## config.mk

```make
export PLATFORM = sky130hd
export DESIGN_NAME = time_string_to_millis
export DESIGN_NICKNAME = d
export VERILOG_FILES = /design/src/rtl/tsm_pkg.sv /design/src/rtl/time_string_to_millis.sv /design/src/rtl/tsm_front.sv /design/src/rtl/tsm_queue.sv /design/src/rtl/tsm_engine.sv /design/src/rtl/tsm_finish.sv
export SDC_FILE = /design/constraint.sdc
export NUM_CORES = 1
export LEC_CHECK = 0
export ABC_AREA = 1
export ABC_CLOCK_PERIOD_IN_PS = 11020
export BUFFER_PORTS_ARGS = -buffer_cell sky130_fd_sc_hd__buf_2
export CAP_MARGIN = 20
export CELL_PAD_IN_SITES_DETAIL_PLACEMENT = 1
export CELL_PAD_IN_SITES_GLOBAL_PLACEMENT = 1
export CORE_UTILIZATION = 53
export DETAILED_ROUTE_END_ITERATION = 8
export GPL_ROUTABILITY_DRIVEN = 0
export PLACE_DENSITY_LB_ADDON = 0.1
export RECOVER_POWER = 100
export SYNTH_ARGS = -nofsm -noshare
export SYNTH_HDL_FRONTEND = slang
export SYNTH_SLANG_ARGS = --single-unit
```

## constraint.sdc

```tcl
create_clock -name clock -period 11.02 [get_ports clock]
set_input_delay 2.204 -clock clock [delete_from_list [all_inputs] [get_ports clock]]
set_output_delay 2.204 -clock clock [all_outputs]
set_load 0.01 [all_outputs]
```

## src/rtl/tsm_pkg.sv

```systemverilog
// Shared types, codes and number-finishing functions for the time string parser.
package tsm_pkg;

   localparam int QUEUE_DEPTH = 4;

   localparam logic [7:0] CHAR_ZERO  = 8'h30;
   localparam logic [7:0] CHAR_NINE  = 8'h39;
   localparam logic [7:0] CHAR_MINUS = 8'h2D;
   localparam logic [7:0] CHAR_COLON = 8'h3A;
   localparam logic [7:0] CHAR_DOT   = 8'h2E;

   localparam logic [3:0] ERR_NONE           = 4'd0;
   localparam logic [3:0] ERR_HOUR_PARSE     = 4'd1;
   localparam logic [3:0] ERR_NO_COLON       = 4'd2;
   localparam logic [3:0] ERR_MINUTE_PARSE   = 4'd3;
   localparam logic [3:0] ERR_SECOND_PARSE   = 4'd4;
   localparam logic [3:0] ERR_NO_FRACTION    = 4'd5;
   localparam logic [3:0] ERR_FRACTION_PARSE = 4'd6;
   localparam logic [3:0] ERR_FRACTION_LONG  = 4'd7;
   localparam logic [3:0] ERR_TRAILING       = 4'd8;
   localparam logic [3:0] ERR_HOUR_RANGE     = 4'd9;
   localparam logic [3:0] ERR_MINUTE_RANGE   = 4'd10;
   localparam logic [3:0] ERR_SECOND_RANGE   = 4'd11;
   localparam logic [3:0] ERR_MILLIS_RANGE   = 4'd12;

   localparam logic [1:0] FLD_HOUR     = 2'd0;
   localparam logic [1:0] FLD_MINUTE   = 2'd1;
   localparam logic [1:0] FLD_SECOND   = 2'd2;
   localparam logic [1:0] FLD_FRACTION = 2'd3;

   localparam logic [31:0] HOUR_BOUND   = 32'd24;
   localparam logic [31:0] SIXTY_BOUND  = 32'd60;
   localparam logic [31:0] NEG_LIMIT    = 32'h8000_0000;
   localparam logic [26:0] DAY_MILLIS   = 27'd86_400_000;

   typedef enum logic [2:0] {
      KIND_NONE,
      KIND_DIGIT,
      KIND_MINUS,
      KIND_COLON,
      KIND_DOT,
      KIND_OTHER
   } tsm_kind_type;

   typedef enum logic [1:0] {
      STEP_AWAIT,
      STEP_SIGN,
      STEP_DIGITS
   } tsm_step_type;

   typedef struct packed {
      tsm_kind_type kind;
      logic [3:0]   digit;
      logic         last;
   } tsm_item_type;

   typedef struct packed {
      logic [1:0]   field;
      tsm_step_type step;
      logic         negative;
      logic [31:0]  magnitude;
      logic         overflowed;
      logic [3:0]   digit_count;
      logic [4:0]   hour;
      logic [5:0]   minute;
      logic [5:0]   second;
      logic [9:0]   millis;
      logic [3:0]   faults;
      logic [3:0]   error;
   } tsm_parse_type;

   typedef struct packed {
      logic          valid;
      tsm_parse_type parse;
   } tsm_snap_type;

   typedef struct packed {
      logic [3:0] error;
      logic       fault;
      logic [9:0] value;
   } tsm_finish_type;

   localparam tsm_parse_type PARSE_RESET = '0;

   function automatic logic [3:0] parse_error(input logic [1:0] field);
      logic [3:0] code;
      unique case (field)
         FLD_HOUR:   code = ERR_HOUR_PARSE;
         FLD_MINUTE: code = ERR_MINUTE_PARSE;
         FLD_SECOND: code = ERR_SECOND_PARSE;
         default:    code = ERR_FRACTION_PARSE;
      endcase
      return code;
   endfunction

   // Close the current number: parse check, fraction scaling, range check.
   function automatic tsm_finish_type finish_number(input tsm_parse_type st);
      tsm_finish_type res;
      logic [4:0]     total;
      logic [16:0]    scaled;
      logic           too_big;
      res = '0;
      scaled = '0;
      too_big = st.negative ? (st.magnitude > NEG_LIMIT) : st.magnitude[31];
      total = {1'b0, st.digit_count} + {4'd0, st.negative};
      if (st.overflowed || too_big) begin
         res.error = parse_error(st.field);
      end else if (st.field == FLD_FRACTION) begin
         if (total > 5'd3) begin
            res.error = ERR_FRACTION_LONG;
         end else begin
            // at most three characters, so the magnitude is below 1000
            case (total)
               5'd1:    scaled = {7'd0, st.magnitude[9:0]} * 17'd100;
               5'd2:    scaled = {7'd0, st.magnitude[9:0]} * 17'd10;
               default: scaled = {7'd0, st.magnitude[9:0]};
            endcase
            res.fault = st.negative && (scaled != 17'd0);
            res.value = scaled[9:0];
         end
      end else begin
         res.fault = (st.negative && (st.magnitude != 32'd0)) ||
                     ((st.field == FLD_HOUR) ? (st.magnitude >= HOUR_BOUND)
                                             : (st.magnitude >= SIXTY_BOUND));
         res.value = st.magnitude[9:0];
      end
      return res;
   endfunction

   // Store a finished field or flag its range fault, then clear the number.
   function automatic tsm_parse_type apply_finish(input tsm_parse_type st,
                                                  input tsm_finish_type fin);
      tsm_parse_type res;
      res = st;
      if (fin.fault) begin
         res.faults[st.field] = 1'b1;
      end else begin
         case (st.field)
            FLD_HOUR:   res.hour   = fin.value[4:0];
            FLD_MINUTE: res.minute = fin.value[5:0];
            FLD_SECOND: res.second = fin.value[5:0];
            default:    res.millis = fin.value;
         endcase
      end
      res.negative    = 1'b0;
      res.magnitude   = '0;
      res.overflowed  = 1'b0;
      res.digit_count = '0;
      return res;
   endfunction

endpackage

```

## src/rtl/time_string_to_millis.sv

```systemverilog
// Top level of the time-of-day string parser.
//
// The request channel takes one byte of an H:m[:s[.f]] string per word
// (req_character), with req_last on the final word and req_empty_req for a
// word that carries no byte. The response channel gives one word per string:
// rsp_error_code (0 ok, 1-8 format errors, 9-12 range errors) and
// rsp_millis_of_day (zero whenever the code is nonzero).
// A word is taken on a rising edge with valid high and stall low.
// Throughput: one request word per cycle, sustained, as long as responses are
// taken; the parse engine updates its state from each word that it pops.
// The response follows the last word through the queue, engine snapshot, end
// check, seconds sum and millisecond register.
// A request queue of QUEUE_DEPTH words decouples the byte classifier from the
// engine; req_stall rises only when that queue is full.
// When rsp_stall is held the finish pipeline fills, the engine then holds at
// the next last word, and the queue backs up into req_stall.
// Synchronous reset clears the queue, the parse state and all valid flags.
module time_string_to_millis #(
   parameter int QUEUE_DEPTH = tsm_pkg::QUEUE_DEPTH
) (
   input  logic        clock,
   input  logic        reset,
   input  logic        req_valid,
   output logic        req_stall,
   input  logic [7:0]  req_character,
   input  logic        req_last,
   input  logic        req_empty_req,
   output logic        rsp_valid,
   input  logic        rsp_stall,
   output logic [3:0]  rsp_error_code,
   output logic [26:0] rsp_millis_of_day
);

   tsm_pkg::tsm_item_type push_item;
   tsm_pkg::tsm_item_type head_item;
   tsm_pkg::tsm_snap_type snap;
   logic                  push_valid;
   logic                  queue_full;
   logic                  head_valid;
   logic                  pop;
   logic                  snap_stall;

   tsm_front u_front (
      .req_valid     (req_valid),
      .req_character (req_character),
      .req_last      (req_last),
      .req_empty_req (req_empty_req),
      .queue_full    (queue_full),
      .req_stall     (req_stall),
      .push_valid    (push_valid),
      .push_item     (push_item)
   );

   tsm_queue #(
      .DEPTH (QUEUE_DEPTH)
   ) u_queue (
      .clock      (clock),
      .reset      (reset),
      .push_valid (push_valid),
      .push_item  (push_item),
      .full       (queue_full),
      .pop        (pop),
      .head_valid (head_valid),
      .head_item  (head_item)
   );

   tsm_engine u_engine (
      .clock      (clock),
      .reset      (reset),
      .head_valid (head_valid),
      .head_item  (head_item),
      .pop        (pop),
      .snap       (snap),
      .snap_stall (snap_stall)
   );

   tsm_finish u_finish (
      .clock             (clock),
      .reset             (reset),
      .snap              (snap),
      .snap_stall        (snap_stall),
      .rsp_valid         (rsp_valid),
      .rsp_stall         (rsp_stall),
      .rsp_error_code    (rsp_error_code),
      .rsp_millis_of_day (rsp_millis_of_day)
   );

endmodule

```

## src/rtl/tsm_front.sv

```systemverilog
// Input classifier: turns each request byte into a character-class word.
module tsm_front (
   input  logic                  req_valid,
   input  logic [7:0]            req_character,
   input  logic                  req_last,
   input  logic                  req_empty_req,
   input  logic                  queue_full,
   output logic                  req_stall,
   output logic                  push_valid,
   output tsm_pkg::tsm_item_type push_item
);

   always_comb begin
      push_item.digit = req_character[3:0];
      push_item.last  = req_last;
      if (req_empty_req) begin
         push_item.kind = tsm_pkg::KIND_NONE;
      end else if (req_character >= tsm_pkg::CHAR_ZERO &&
                   req_character <= tsm_pkg::CHAR_NINE) begin
         push_item.kind = tsm_pkg::KIND_DIGIT;
      end else if (req_character == tsm_pkg::CHAR_MINUS) begin
         push_item.kind = tsm_pkg::KIND_MINUS;
      end else if (req_character == tsm_pkg::CHAR_COLON) begin
         push_item.kind = tsm_pkg::KIND_COLON;
      end else if (req_character == tsm_pkg::CHAR_DOT) begin
         push_item.kind = tsm_pkg::KIND_DOT;
      end else begin
         push_item.kind = tsm_pkg::KIND_OTHER;
      end
   end

   assign push_valid = req_valid;
   assign req_stall  = queue_full;

endmodule

```

## src/rtl/tsm_queue.sv

```systemverilog
// Short FIFO of classified words between the classifier and the parse engine.
module tsm_queue #(
   parameter int DEPTH = tsm_pkg::QUEUE_DEPTH
) (
   input  logic                  clock,
   input  logic                  reset,
   input  logic                  push_valid,
   input  tsm_pkg::tsm_item_type push_item,
   output logic                  full,
   input  logic                  pop,
   output logic                  head_valid,
   output tsm_pkg::tsm_item_type head_item
);

   localparam int PTR_W = (DEPTH > 1) ? $clog2(DEPTH) : 1;
   localparam int CNT_W = $clog2(DEPTH + 1);

   tsm_pkg::tsm_item_type entries_ff [DEPTH];
   logic [PTR_W-1:0] wr_ptr_ff, wr_ptr_in;
   logic [PTR_W-1:0] rd_ptr_ff, rd_ptr_in;
   logic [CNT_W-1:0] count_ff, count_in;
   logic             push;

   assign full       = (count_ff == CNT_W'(DEPTH));
   assign head_valid = (count_ff != '0);
   assign head_item  = entries_ff[rd_ptr_ff];
   assign push       = push_valid && !full;

   always_comb begin
      wr_ptr_in = wr_ptr_ff;
      rd_ptr_in = rd_ptr_ff;
      count_in  = count_ff;
      if (push) begin
         wr_ptr_in = (wr_ptr_ff == PTR_W'(DEPTH - 1)) ? '0 : wr_ptr_ff + PTR_W'(1);
      end
      if (pop) begin
         rd_ptr_in = (rd_ptr_ff == PTR_W'(DEPTH - 1)) ? '0 : rd_ptr_ff + PTR_W'(1);
      end
      if (push && !pop) begin
         count_in = count_ff + CNT_W'(1);
      end else if (pop && !push) begin
         count_in = count_ff - CNT_W'(1);
      end
   end

   always_ff @(posedge clock) begin
      if (reset) begin
         wr_ptr_ff <= '0;
         rd_ptr_ff <= '0;
         count_ff  <= '0;
      end else begin
         wr_ptr_ff <= wr_ptr_in;
         rd_ptr_ff <= rd_ptr_in;
         count_ff  <= count_in;
      end
   end

   always_ff @(posedge clock) begin
      if (push) begin
         entries_ff[wr_ptr_ff] <= push_item;
      end
   end

endmodule

```

## src/rtl/tsm_engine.sv

```systemverilog
// Parse engine: field/step machine, one word per cycle; a busy snap stalls a last word.
module tsm_engine (
   input  logic                  clock,
   input  logic                  reset,
   input  logic                  head_valid,
   input  tsm_pkg::tsm_item_type head_item,
   output logic                  pop,
   output tsm_pkg::tsm_snap_type snap,
   input  logic                  snap_stall
);

   tsm_pkg::tsm_parse_type  state_ff, state_in;
   tsm_pkg::tsm_parse_type  nxt;
   tsm_pkg::tsm_parse_type  snap_ff, snap_in;
   tsm_pkg::tsm_finish_type fin;
   logic                    snap_valid_ff, snap_valid_in;
   logic                    snap_free;
   logic [35:0]             prod;

   assign snap_free = !snap_valid_ff || !snap_stall;
   assign pop       = head_valid && (!head_item.last || snap_free);
   assign snap      = '{valid: snap_valid_ff, parse: snap_ff};

   always_comb begin
      nxt  = state_ff;
      fin  = tsm_pkg::finish_number(state_ff);
      prod = {1'b0, state_ff.magnitude, 3'b000} + {3'b000, state_ff.magnitude, 1'b0} +
             {32'd0, head_item.digit};
      if (head_item.kind != tsm_pkg::KIND_NONE && state_ff.error == tsm_pkg::ERR_NONE) begin
         if (head_item.kind == tsm_pkg::KIND_DIGIT) begin
            // saturate the magnitude once it passes 32 bits
            if (prod[35:32] != 4'd0) begin
               nxt.overflowed = 1'b1;
               nxt.magnitude  = '1;
            end else begin
               nxt.magnitude  = prod[31:0];
            end
            if (state_ff.digit_count != 4'hF) begin
               nxt.digit_count = state_ff.digit_count + 4'd1;
            end
            nxt.step = tsm_pkg::STEP_DIGITS;
         end else if (state_ff.step == tsm_pkg::STEP_AWAIT &&
                      head_item.kind == tsm_pkg::KIND_MINUS) begin
            nxt.negative = 1'b1;
            nxt.step     = tsm_pkg::STEP_SIGN;
         end else if (state_ff.step != tsm_pkg::STEP_DIGITS) begin
            nxt.error = tsm_pkg::parse_error(state_ff.field);
         end else if (fin.error != tsm_pkg::ERR_NONE) begin
            nxt.error = fin.error;
         end else begin
            nxt = tsm_pkg::apply_finish(state_ff, fin);
            case (state_ff.field)
               tsm_pkg::FLD_HOUR: begin
                  if (head_item.kind == tsm_pkg::KIND_COLON) begin
                     nxt.field = tsm_pkg::FLD_MINUTE;
                     nxt.step  = tsm_pkg::STEP_AWAIT;
                  end else begin
                     nxt.error = tsm_pkg::ERR_NO_COLON;
                  end
               end
               tsm_pkg::FLD_MINUTE: begin
                  if (head_item.kind == tsm_pkg::KIND_COLON) begin
                     nxt.field = tsm_pkg::FLD_SECOND;
                     nxt.step  = tsm_pkg::STEP_AWAIT;
                  end else begin
                     nxt.error = tsm_pkg::ERR_TRAILING;
                  end
               end
               tsm_pkg::FLD_SECOND: begin
                  if (head_item.kind == tsm_pkg::KIND_DOT) begin
                     nxt.field = tsm_pkg::FLD_FRACTION;
                     nxt.step  = tsm_pkg::STEP_AWAIT;
                  end else begin
                     nxt.error = tsm_pkg::ERR_TRAILING;
                  end
               end
               default: begin
                  nxt.error = tsm_pkg::ERR_TRAILING;
               end
            endcase
         end
      end

      state_in      = state_ff;
      snap_in       = snap_ff;
      snap_valid_in = snap_free ? 1'b0 : snap_valid_ff;
      if (pop) begin
         state_in = head_item.last ? tsm_pkg::PARSE_RESET : nxt;
         if (head_item.last) begin
            snap_in       = nxt;
            snap_valid_in = 1'b1;
         end
      end
   end

   always_ff @(posedge clock) begin
      if (reset) begin
         state_ff      <= tsm_pkg::PARSE_RESET;
         snap_valid_ff <= 1'b0;
      end else begin
         state_ff      <= state_in;
         snap_valid_ff <= snap_valid_in;
      end
   end

   always_ff @(posedge clock) begin
      snap_ff <= snap_in;
   end

`ifndef SYNTHESIS
   digits_hold_count: assert property (@(posedge clock) disable iff (reset)
      state_ff.step != tsm_pkg::STEP_DIGITS |-> state_ff.digit_count == 4'd0)
      else $error("digit count nonzero outside a number");
   sign_sets_negative: assert property (@(posedge clock) disable iff (reset)
      state_ff.step == tsm_pkg::STEP_SIGN |-> state_ff.negative)
      else $error("sign step without negative flag");
   error_sticks: assert property (@(posedge clock) disable iff (reset)
      (state_ff.error != tsm_pkg::ERR_NONE && !(pop && head_item.last))
      |=> state_ff.error != tsm_pkg::ERR_NONE)
      else $error("latched error dropped before string end");
   snap_held_on_stall: assert property (@(posedge clock) disable iff (reset)
      (snap_valid_ff && snap_stall) |=> (snap_valid_ff && $stable(snap_ff)))
      else $error("snapshot lost while finish stage stalled");
`endif

endmodule

```

## src/rtl/tsm_finish.sv

```systemverilog
// Finish pipeline: end-of-string checks, error priority, milliseconds sum, result register.
module tsm_finish (
   input  logic                  clock,
   input  logic                  reset,
   input  tsm_pkg::tsm_snap_type snap,
   output logic                  snap_stall,
   output logic                  rsp_valid,
   input  logic                  rsp_stall,
   output logic [3:0]            rsp_error_code,
   output logic [26:0]           rsp_millis_of_day
);

   typedef struct packed {
      logic [3:0] error;
      logic [4:0] hour;
      logic [5:0] minute;
      logic [5:0] second;
      logic [9:0] millis;
   } tsm_time_type;

   tsm_pkg::tsm_parse_type  st;
   tsm_pkg::tsm_finish_type fin;
   tsm_time_type            chk_ff, chk_in;
   logic                    chk_valid_ff;
   logic [3:0]              sec_error_ff;
   logic [16:0]             seconds_ff, seconds_in;
   logic [9:0]              sec_millis_ff;
   logic                    sec_valid_ff;
   logic [10:0]             minutes;
   logic [26:0]             total_ms;
   logic                    rsp_valid_ff;
   logic [3:0]              rsp_error_ff;
   logic [26:0]             rsp_millis_ff;
   logic                    out_free, sec_free, chk_free;

   assign out_free   = !rsp_valid_ff || !rsp_stall;
   assign sec_free   = !sec_valid_ff || out_free;
   assign chk_free   = !chk_valid_ff || sec_free;
   assign snap_stall = !chk_free;

   // close out the string: pending number, missing fields, then range faults
   always_comb begin
      st  = snap.parse;
      fin = tsm_pkg::finish_number(snap.parse);
      chk_in.error = snap.parse.error;
      if (snap.parse.error == tsm_pkg::ERR_NONE) begin
         case (snap.parse.step)
            tsm_pkg::STEP_AWAIT: begin
               chk_in.error = (snap.parse.field == tsm_pkg::FLD_FRACTION) ?
                              tsm_pkg::ERR_NO_FRACTION :
                              tsm_pkg::parse_error(snap.parse.field);
            end
            tsm_pkg::STEP_SIGN: begin
               chk_in.error = tsm_pkg::parse_error(snap.parse.field);
            end
            default: begin
               if (fin.error != tsm_pkg::ERR_NONE) begin
                  chk_in.error = fin.error;
               end else begin
                  st = tsm_pkg::apply_finish(snap.parse, fin);
                  if (snap.parse.field == tsm_pkg::FLD_HOUR) begin
                     chk_in.error = tsm_pkg::ERR_NO_COLON;
                  end
               end
            end
         endcase
      end
      if (chk_in.error == tsm_pkg::ERR_NONE) begin
         if (st.faults[0]) begin
            chk_in.error = tsm_pkg::ERR_HOUR_RANGE;
         end else if (st.faults[1]) begin
            chk_in.error = tsm_pkg::ERR_MINUTE_RANGE;
         end else if (st.faults[2]) begin
            chk_in.error = tsm_pkg::ERR_SECOND_RANGE;
         end else if (st.faults[3]) begin
            chk_in.error = tsm_pkg::ERR_MILLIS_RANGE;
         end
      end
      chk_in.hour   = st.hour;
      chk_in.minute = st.minute;
      chk_in.second = st.second;
      chk_in.millis = st.millis;
   end

   always_comb begin
      minutes    = {6'd0, chk_ff.hour} * 11'd60 + {5'd0, chk_ff.minute};
      seconds_in = {6'd0, minutes} * 17'd60 + {11'd0, chk_ff.second};
      total_ms   = {10'd0, seconds_ff} * 27'd1000 + {17'd0, sec_millis_ff};
   end

   always_ff @(posedge clock) begin
      if (reset) begin
         chk_valid_ff <= 1'b0;
         sec_valid_ff <= 1'b0;
         rsp_valid_ff <= 1'b0;
      end else begin
         if (chk_free) chk_valid_ff <= snap.valid;
         if (sec_free) sec_valid_ff <= chk_valid_ff;
         if (out_free) rsp_valid_ff <= sec_valid_ff;
      end
   end

   always_ff @(posedge clock) begin
      if (chk_free && snap.valid) begin
         chk_ff <= chk_in;
      end
      if (sec_free && chk_valid_ff) begin
         sec_error_ff  <= chk_ff.error;
         seconds_ff    <= seconds_in;
         sec_millis_ff <= chk_ff.millis;
      end
      if (out_free && sec_valid_ff) begin
         rsp_error_ff  <= sec_error_ff;
         rsp_millis_ff <= (sec_error_ff == tsm_pkg::ERR_NONE) ? total_ms : '0;
      end
   end

   assign rsp_valid         = rsp_valid_ff;
   assign rsp_error_code    = rsp_error_ff;
   assign rsp_millis_of_day = rsp_millis_ff;

`ifndef SYNTHESIS
   day_bound: assert property (@(posedge clock) disable iff (reset)
      (rsp_valid_ff && rsp_error_ff == tsm_pkg::ERR_NONE) |-> rsp_millis_ff < tsm_pkg::DAY_MILLIS)
      else $error("result past end of day without error");
`endif

endmodule

```

# Word-level counts from Yosys, hierarchy flattened
# Memory sizes are Yosys's and may differ from the RTL's. A register that Yosys moved wholly into a read port is not among the register bits.
# Index checks and enable logic that the tools add are counted.
# word_totals
mem_count	1
in_bits	14
ram_bits	32
latch_bits	0
ff_bits	258
rom_bits	0
word_cells	252
# memory_table
name	words	width	rd	rd_clocked_by_memory_dff	wr	line_no	text
u_queue.entries_ff	4	8	1	1	1	tsm_queue.sv:18	tsm_pkg::tsm_item_type entries_ff [DEPTH];
# classes
n_eq_ne	23
n_reduce_logical	56
bitwise	2
div	0
addsub	12
mux	96
shifts	0
magnitude_cmp	14
mul	7
# ops
op	count
$mux W77	2
$mux W73	2
$mux W35	4
$mux W17	6
$mux W4	23
$mux W72	1
$pmux W17 S2	2
$mux W11	6
$ge A32 B5 Y1 const B	2
$ge A32 B6 Y1 const B	2
$gt A32 B32 Y1 const B	2
$reduce_bool A32 Y1	2
$mux W27	2
$mux W37	1
$add A35 B33 Y36	1
$add A36 B4 Y36	1
$reduce_bool A17 Y1	2
$mux W32	1
$mul A10 B5 Y15 const B	2
$mux W3	10
$add A27 B10 Y27	1
$mul A10 B3 Y13 const B	2
$eq A8 B6 Y1 const B	3
$mul A17 B7 Y24 const B	1
44 further kinds	129

# Depth between registers and ports, before layout
# depth
depth_word	21
ltp_mapped	30
mapped_depth_nobuf	30

# Modules after synthesis
# From an unflattened synthesis, not the netlist that was laid out.
# hier_totals
hier_cells	3178
area_unflattened_um2	25086.6
# by_module_without_submodules
module	area_per_inst_um2	cells_per_inst	n_inst
tsm_finish	11611.1	1386	1
tsm_engine	11604.9	1613	1
tsm_queue	1681.6	142	1
tsm_front	188.9	37	1

# Least setup slack after synthesis
# Ideal clock, no wire load.
# synth_path
path_kind	register to register
from	reg u_finish.chk_ff[22] (netlist bit)
to	reg u_finish.seconds_ff[16], data pin
stages_incl_launch_ff	30
arrival_time_ps	5403
path_slack_ps	5356
path_buffers	0
setup_time_ps	261
path_cell_list	edfxtp_1 fa_1 inv_1 fa_1 fa_1 inv_1 ha_1 inv_1 nor2_1 nor2_1 nor2_1 inv_1 nand2_1 inv_1 fa_1 inv_1 fa_1 inv_1 ha_1 a21oi_1 o221ai_1 nand3_1 nand2_1 a21oi_1 nor2_1 nor2_1 xor2_1 nand2_1 nor2_1 xor2_1
# synth_between
elab_chain_len	4
# synth_rtl
item	line_no	text
start: declaration	tsm_finish.sv:23	tsm_time_type chk_ff, chk_in;
start signal: assignment	tsm_finish.sv:105	chk_ff <= chk_in;
$mul A5 B4 Y9	tsm_finish.sv:86	minutes = {6'd0, chk_ff.hour} * 11'd60 + {5'd0, chk_ff.minute};
$add A11 B6 Y11	tsm_finish.sv:86	
$mul A11 B4 Y15	tsm_finish.sv:87	seconds_in = {6'd0, minutes} * 17'd60 + {11'd0, chk_ff.second};
$add A17 B6 Y17	tsm_finish.sv:87	
via u_finish.seconds_in[16]	tsm_finish.sv:26	logic [16:0] seconds_ff, seconds_in;
end signal: assignment	tsm_finish.sv:109	seconds_ff <= seconds_in;
end: declaration	tsm_finish.sv:26	
# The timed path passes the listed nets, and every way through them passes these cells.
# A chain may end at the register's enable or synchronous reset.

# Worst setup path in the final report
# layout_path
from	in rsp_stall
to	reg u_engine.snap_ff, in the netlist u_engine.snap[27], enable pin
# layout_between
elab_chain_len	8
# layout_rtl
item	line_no	text
start: declaration	time_string_to_millis.sv:29	input logic rsp_stall,
$logic_not A1 Y1	tsm_finish.sv:36	assign out_free = !rsp_valid_ff || !rsp_stall;
$logic_or A1 B1 Y1	tsm_finish.sv:36	
$logic_or A1 B1 Y1	tsm_finish.sv:37	assign sec_free = !sec_valid_ff || out_free;
$logic_or A1 B1 Y1	tsm_finish.sv:38	assign chk_free = !chk_valid_ff || sec_free;
$logic_or A1 B1 Y1	tsm_engine.sv:20	assign snap_free = !snap_valid_ff || !snap_stall;
$logic_or A1 B1 Y1	tsm_engine.sv:21	assign pop = head_valid && (!head_item.last || snap_free);
$logic_and A1 B1 Y1	tsm_engine.sv:21	
$reduce_and A2 Y1 (no line)	--	
end signal: assignment	tsm_engine.sv:107	snap_ff <= snap_in;
end: declaration	tsm_engine.sv:14	tsm_pkg::tsm_parse_type snap_ff, snap_in;
# Every way passes these cells.

==> results.cfg <==
[status]
outcome = finished, violations left
violations = capacitance limit, slew limit

[worst_setup_path]
startpoint_type = input pin
path_cells = clkbuf_1, nand2_1, nor2_1, inv_1, nor2_1, inv_1, nor2_1, a21oi_1, nand2_1, inv_1, clkbuf_1
reg2reg_to = u_engine.snap[63]
cp_num_buf_inv = 5
cpPeakStageDelay_ns = 2.40
slowest_stage = clkbuf_1
cp_max_fo = 60
arrival_ns = 6.89
end_kind = flop
crit_family = buffers and inverters
worstPathRequired_ns = 11.10
critPathKind = in -> reg
r2r_cells = 22
r2r_slack_ns = 4.23

[synthesis]
ys.warnings.count = 0
synth_area_per_cell_um2 = 8.00
async_reset_ff_share_pct = 0
synth-seq-area-share_pct = 31.9
synth_edf_count = 202
synth_cell_type_count = 62
synth-seq-cells = 292
synth_area_leaders = edfxtp_1 25%, ha_1 14%, nand2_1 9.9%
syn_nets = 3477
synth_top_area_share_pct = 24.6
yosys.area.top_type = edfxtp_1
syn_inst = 3082
synth.most_common_cell = nand2_1
synth_flop_cell = edfxtp_1
syn_area_um2 = 24700
synth_common_cells = 652 x nand2_1, 471 x inv_1, 283 x ha_1, 257 x nor2_1, 239 x a21oi_1

[hold_path]
min_to = u_finish.sec_millis_ff[2]
min_from = u_finish.chk_ff[2]
whs_path_depth = 0
hold_path.class = reg -> reg

[clock_tree]
cts.sinks = 292
clock_path_buffers = 3
cts-root-buf = clkbuf_16
tritoncts = yes
cts_inserted_buffers = 34
ctsResizeCount = 0
clk_pin_slew_ns = 0.06
cts_setup_buffers = 0
ctsHoldBuffers = 0
htree_levels = 2
clk-insertion-delay-late_ns = 0.55

[placed_design]
numPortBuffers = 46
dp_cells = 3680
place_area_um2 = 25500
hpwl_um = 59700

[timing]
worst_pin_slew_ns = 3.86
rsz0062_at_grt = false
post-route-period-util_pct = 61.8
final-hold-violation-count = 0
clock_skew_ns = 0.0182
final_max_slew_viol_count = 388
clock.fmax_mhz = 147
slew_headroom_pct = -157
final.setup.tns_ns = 0
min_period_ns = 6.81
setup_viol = 0

[floorplan]
core-area_um2 = 45700
dieWidth_um = 218
die_height_um = 218
rows = 78
start_util_pct = 54.0
ioPinCount = 47
dieArea_um2 = 47400

[routing]
first_pass_iters = 5
drc = 0
routedWlPerCell_um = 20.3
drt_iter0_markers = 1224
ant_nets = 0
num_vias = 21632
wl_um = 76000
viasPerCell = 5.78

[grt]
grt_pass1_wl_um = 121000
gr-total-overflow = 0
grt.total_usage_pct = 32.4
grt_start_max_net_pins = 73
grt_pass1_vias = 23176
antenna_found_initial = 0

[cells_and_area]
area_growth_pct = 7.16
final_area_um2 = 26400
final_cells = 3742
drive_above_1_share_pct = 3.47
post-route-util_pct = 57.9
nNetsFinal = 3511

[job]
cap_violations = 9
[layer usage]
metal / GRT usage, % / vias to the layer above / wire [um] / part of all wire, %
li1: - / 10252 / - / -
met1: 42.9 / 10755 / 33900 / 45
met2: 55.6 / 496 / 36900 / 49
met3: 4.10 / 129 / 3550 / 4.7
met4: 8.93 / 0 / 1710 / 2.2
met5: 0 / - / 0 / 0
[area by class of cell]
type                            count  area (um^2)
Tap cell                          600          751
Multi-Input combinational cell   2251        14600
Clock buffer                       50          992
Antenna cell                        1         2.50
Inverter                          480         1810
Timing Repair Buffer               57          228
Clock inverter                     11          161
Fill cell                        5683        19200
Sequential cell                   292         7870
[worst register-to-register path, stage by stage, from the launching register on]
cell and delay [ns]:
dfxtp_1 0.70, inv_1 0.43, o21ai_0 0.34, o22ai_1 0.21, ha_1 0.34, ha_1 0.29
fa_1 0.43, nand3_1 0.11, nand2_1 0.09, nand2_1 0.07, nand2_1 0.12, a21oi_1 0.28
inv_1 0.14, nand2_1 0.08, nand2_1 0.09, nand3_1 0.09, nand2_1 0.09, xor2_1 0.16
nor2_2 0.10, clkbuf_1 1.18, nand2_1 0.21, nor2_1 0.75, a21oi_1 0.21
[state kept, by name, summed over array words and instances (netlist names), 2 cells and up, named ones only]
| signal | cells |
|---|---|
| u_finish.sec_millis_ff | 10 |
| u_queue.count_ff | 3 |
| u_finish.chk_ff | 31 |
| u_queue.rd_ptr_ff | 2 |
| u_finish.rsp_millis_of_day | 27 |
| u_engine.snap | 77 |
| u_queue.entries_ff | 32 |
| u_engine.state_ff | 77 |
| u_finish.rsp_error_code | 4 |
| u_finish.sec_error_ff | 4 |
| u_queue.wr_ptr_ff | 2 |
| u_finish.seconds_ff | 17 |
[cells in the final DEF, fill, tap and decap left out, types with 6 or more instances in the layout]
master / n
nor2_2: 10
ha_1: 283
o22ai_1: 7
a31oi_1: 7
dfxtp_1: 90
nand4_1: 79
clkbuf_16: 35
and2_0: 26
nand3b_1: 24
nor4_1: 9
xor2_1: 52
o21bai_1: 13
edfxtp_1: 202
clkbuf_1: 59
xnor2_1: 34
a21oi_1: 240
or2_2: 11
clkbuf_8: 6
and2_1: 6
nor2_1: 262
o211ai_1: 7
nand3_1: 183
a21o_1: 10
fa_1: 98
o21a_1: 6
inv_1: 475
nand2_1: 660
o21ai_0: 117
nor3_1: 37
[worst max path at each step]
stage,from,endpoint,slack (ns),cells after the start
after floorplan,u_finish.chk_ff[22],u_finish.seconds_ff[16],5.36,29
after global placement,u_finish.chk_ff[22],u_finish.seconds_ff[16],5.05,29
final,rsp_stall,u_engine.snap[27],4.21,11
after global routing,rsp_stall,u_engine.snap_valid_ff,3.82,13
after detailed placement,u_finish.chk_ff[22],u_finish.seconds_ff[15],4.72,27
after CTS,u_finish.chk_ff[22],u_finish.seconds_ff[15],4.70,27
[through the flow]
step | setup WS, ns | hold WS (ns)
2_1_floorplan | 5.36 | 0.400
4_1_cts | 4.70 | 0.421
3_3_place_gp | 5.05 | 0.401
3_5_place_dp | 4.72 | 0.407
6_report | 4.21 | 0.419
5_1_grt | 3.82 | 0.430
[cells by family (layout without fill, tap and decap cells)]
kind of cell / after synthesis / after routing / synth area share (%)
mux: 4 / 4 / 0.167
buf+inv: 539 / 598 / 8.48
xor+xnor: 86 / 86 / 3.05
fa+ha+maj: 381 / 381 / 22.3
compound gates: 449 / 449 / 10.1
simple gates: 1331 / 1331 / 24.0
other cells: 0 / 1 / 0
flops: 292 / 292 / 31.9
Power is not shown: default switching activity piles up to over one toggle a cycle in this logic, so the estimate is an artifact.
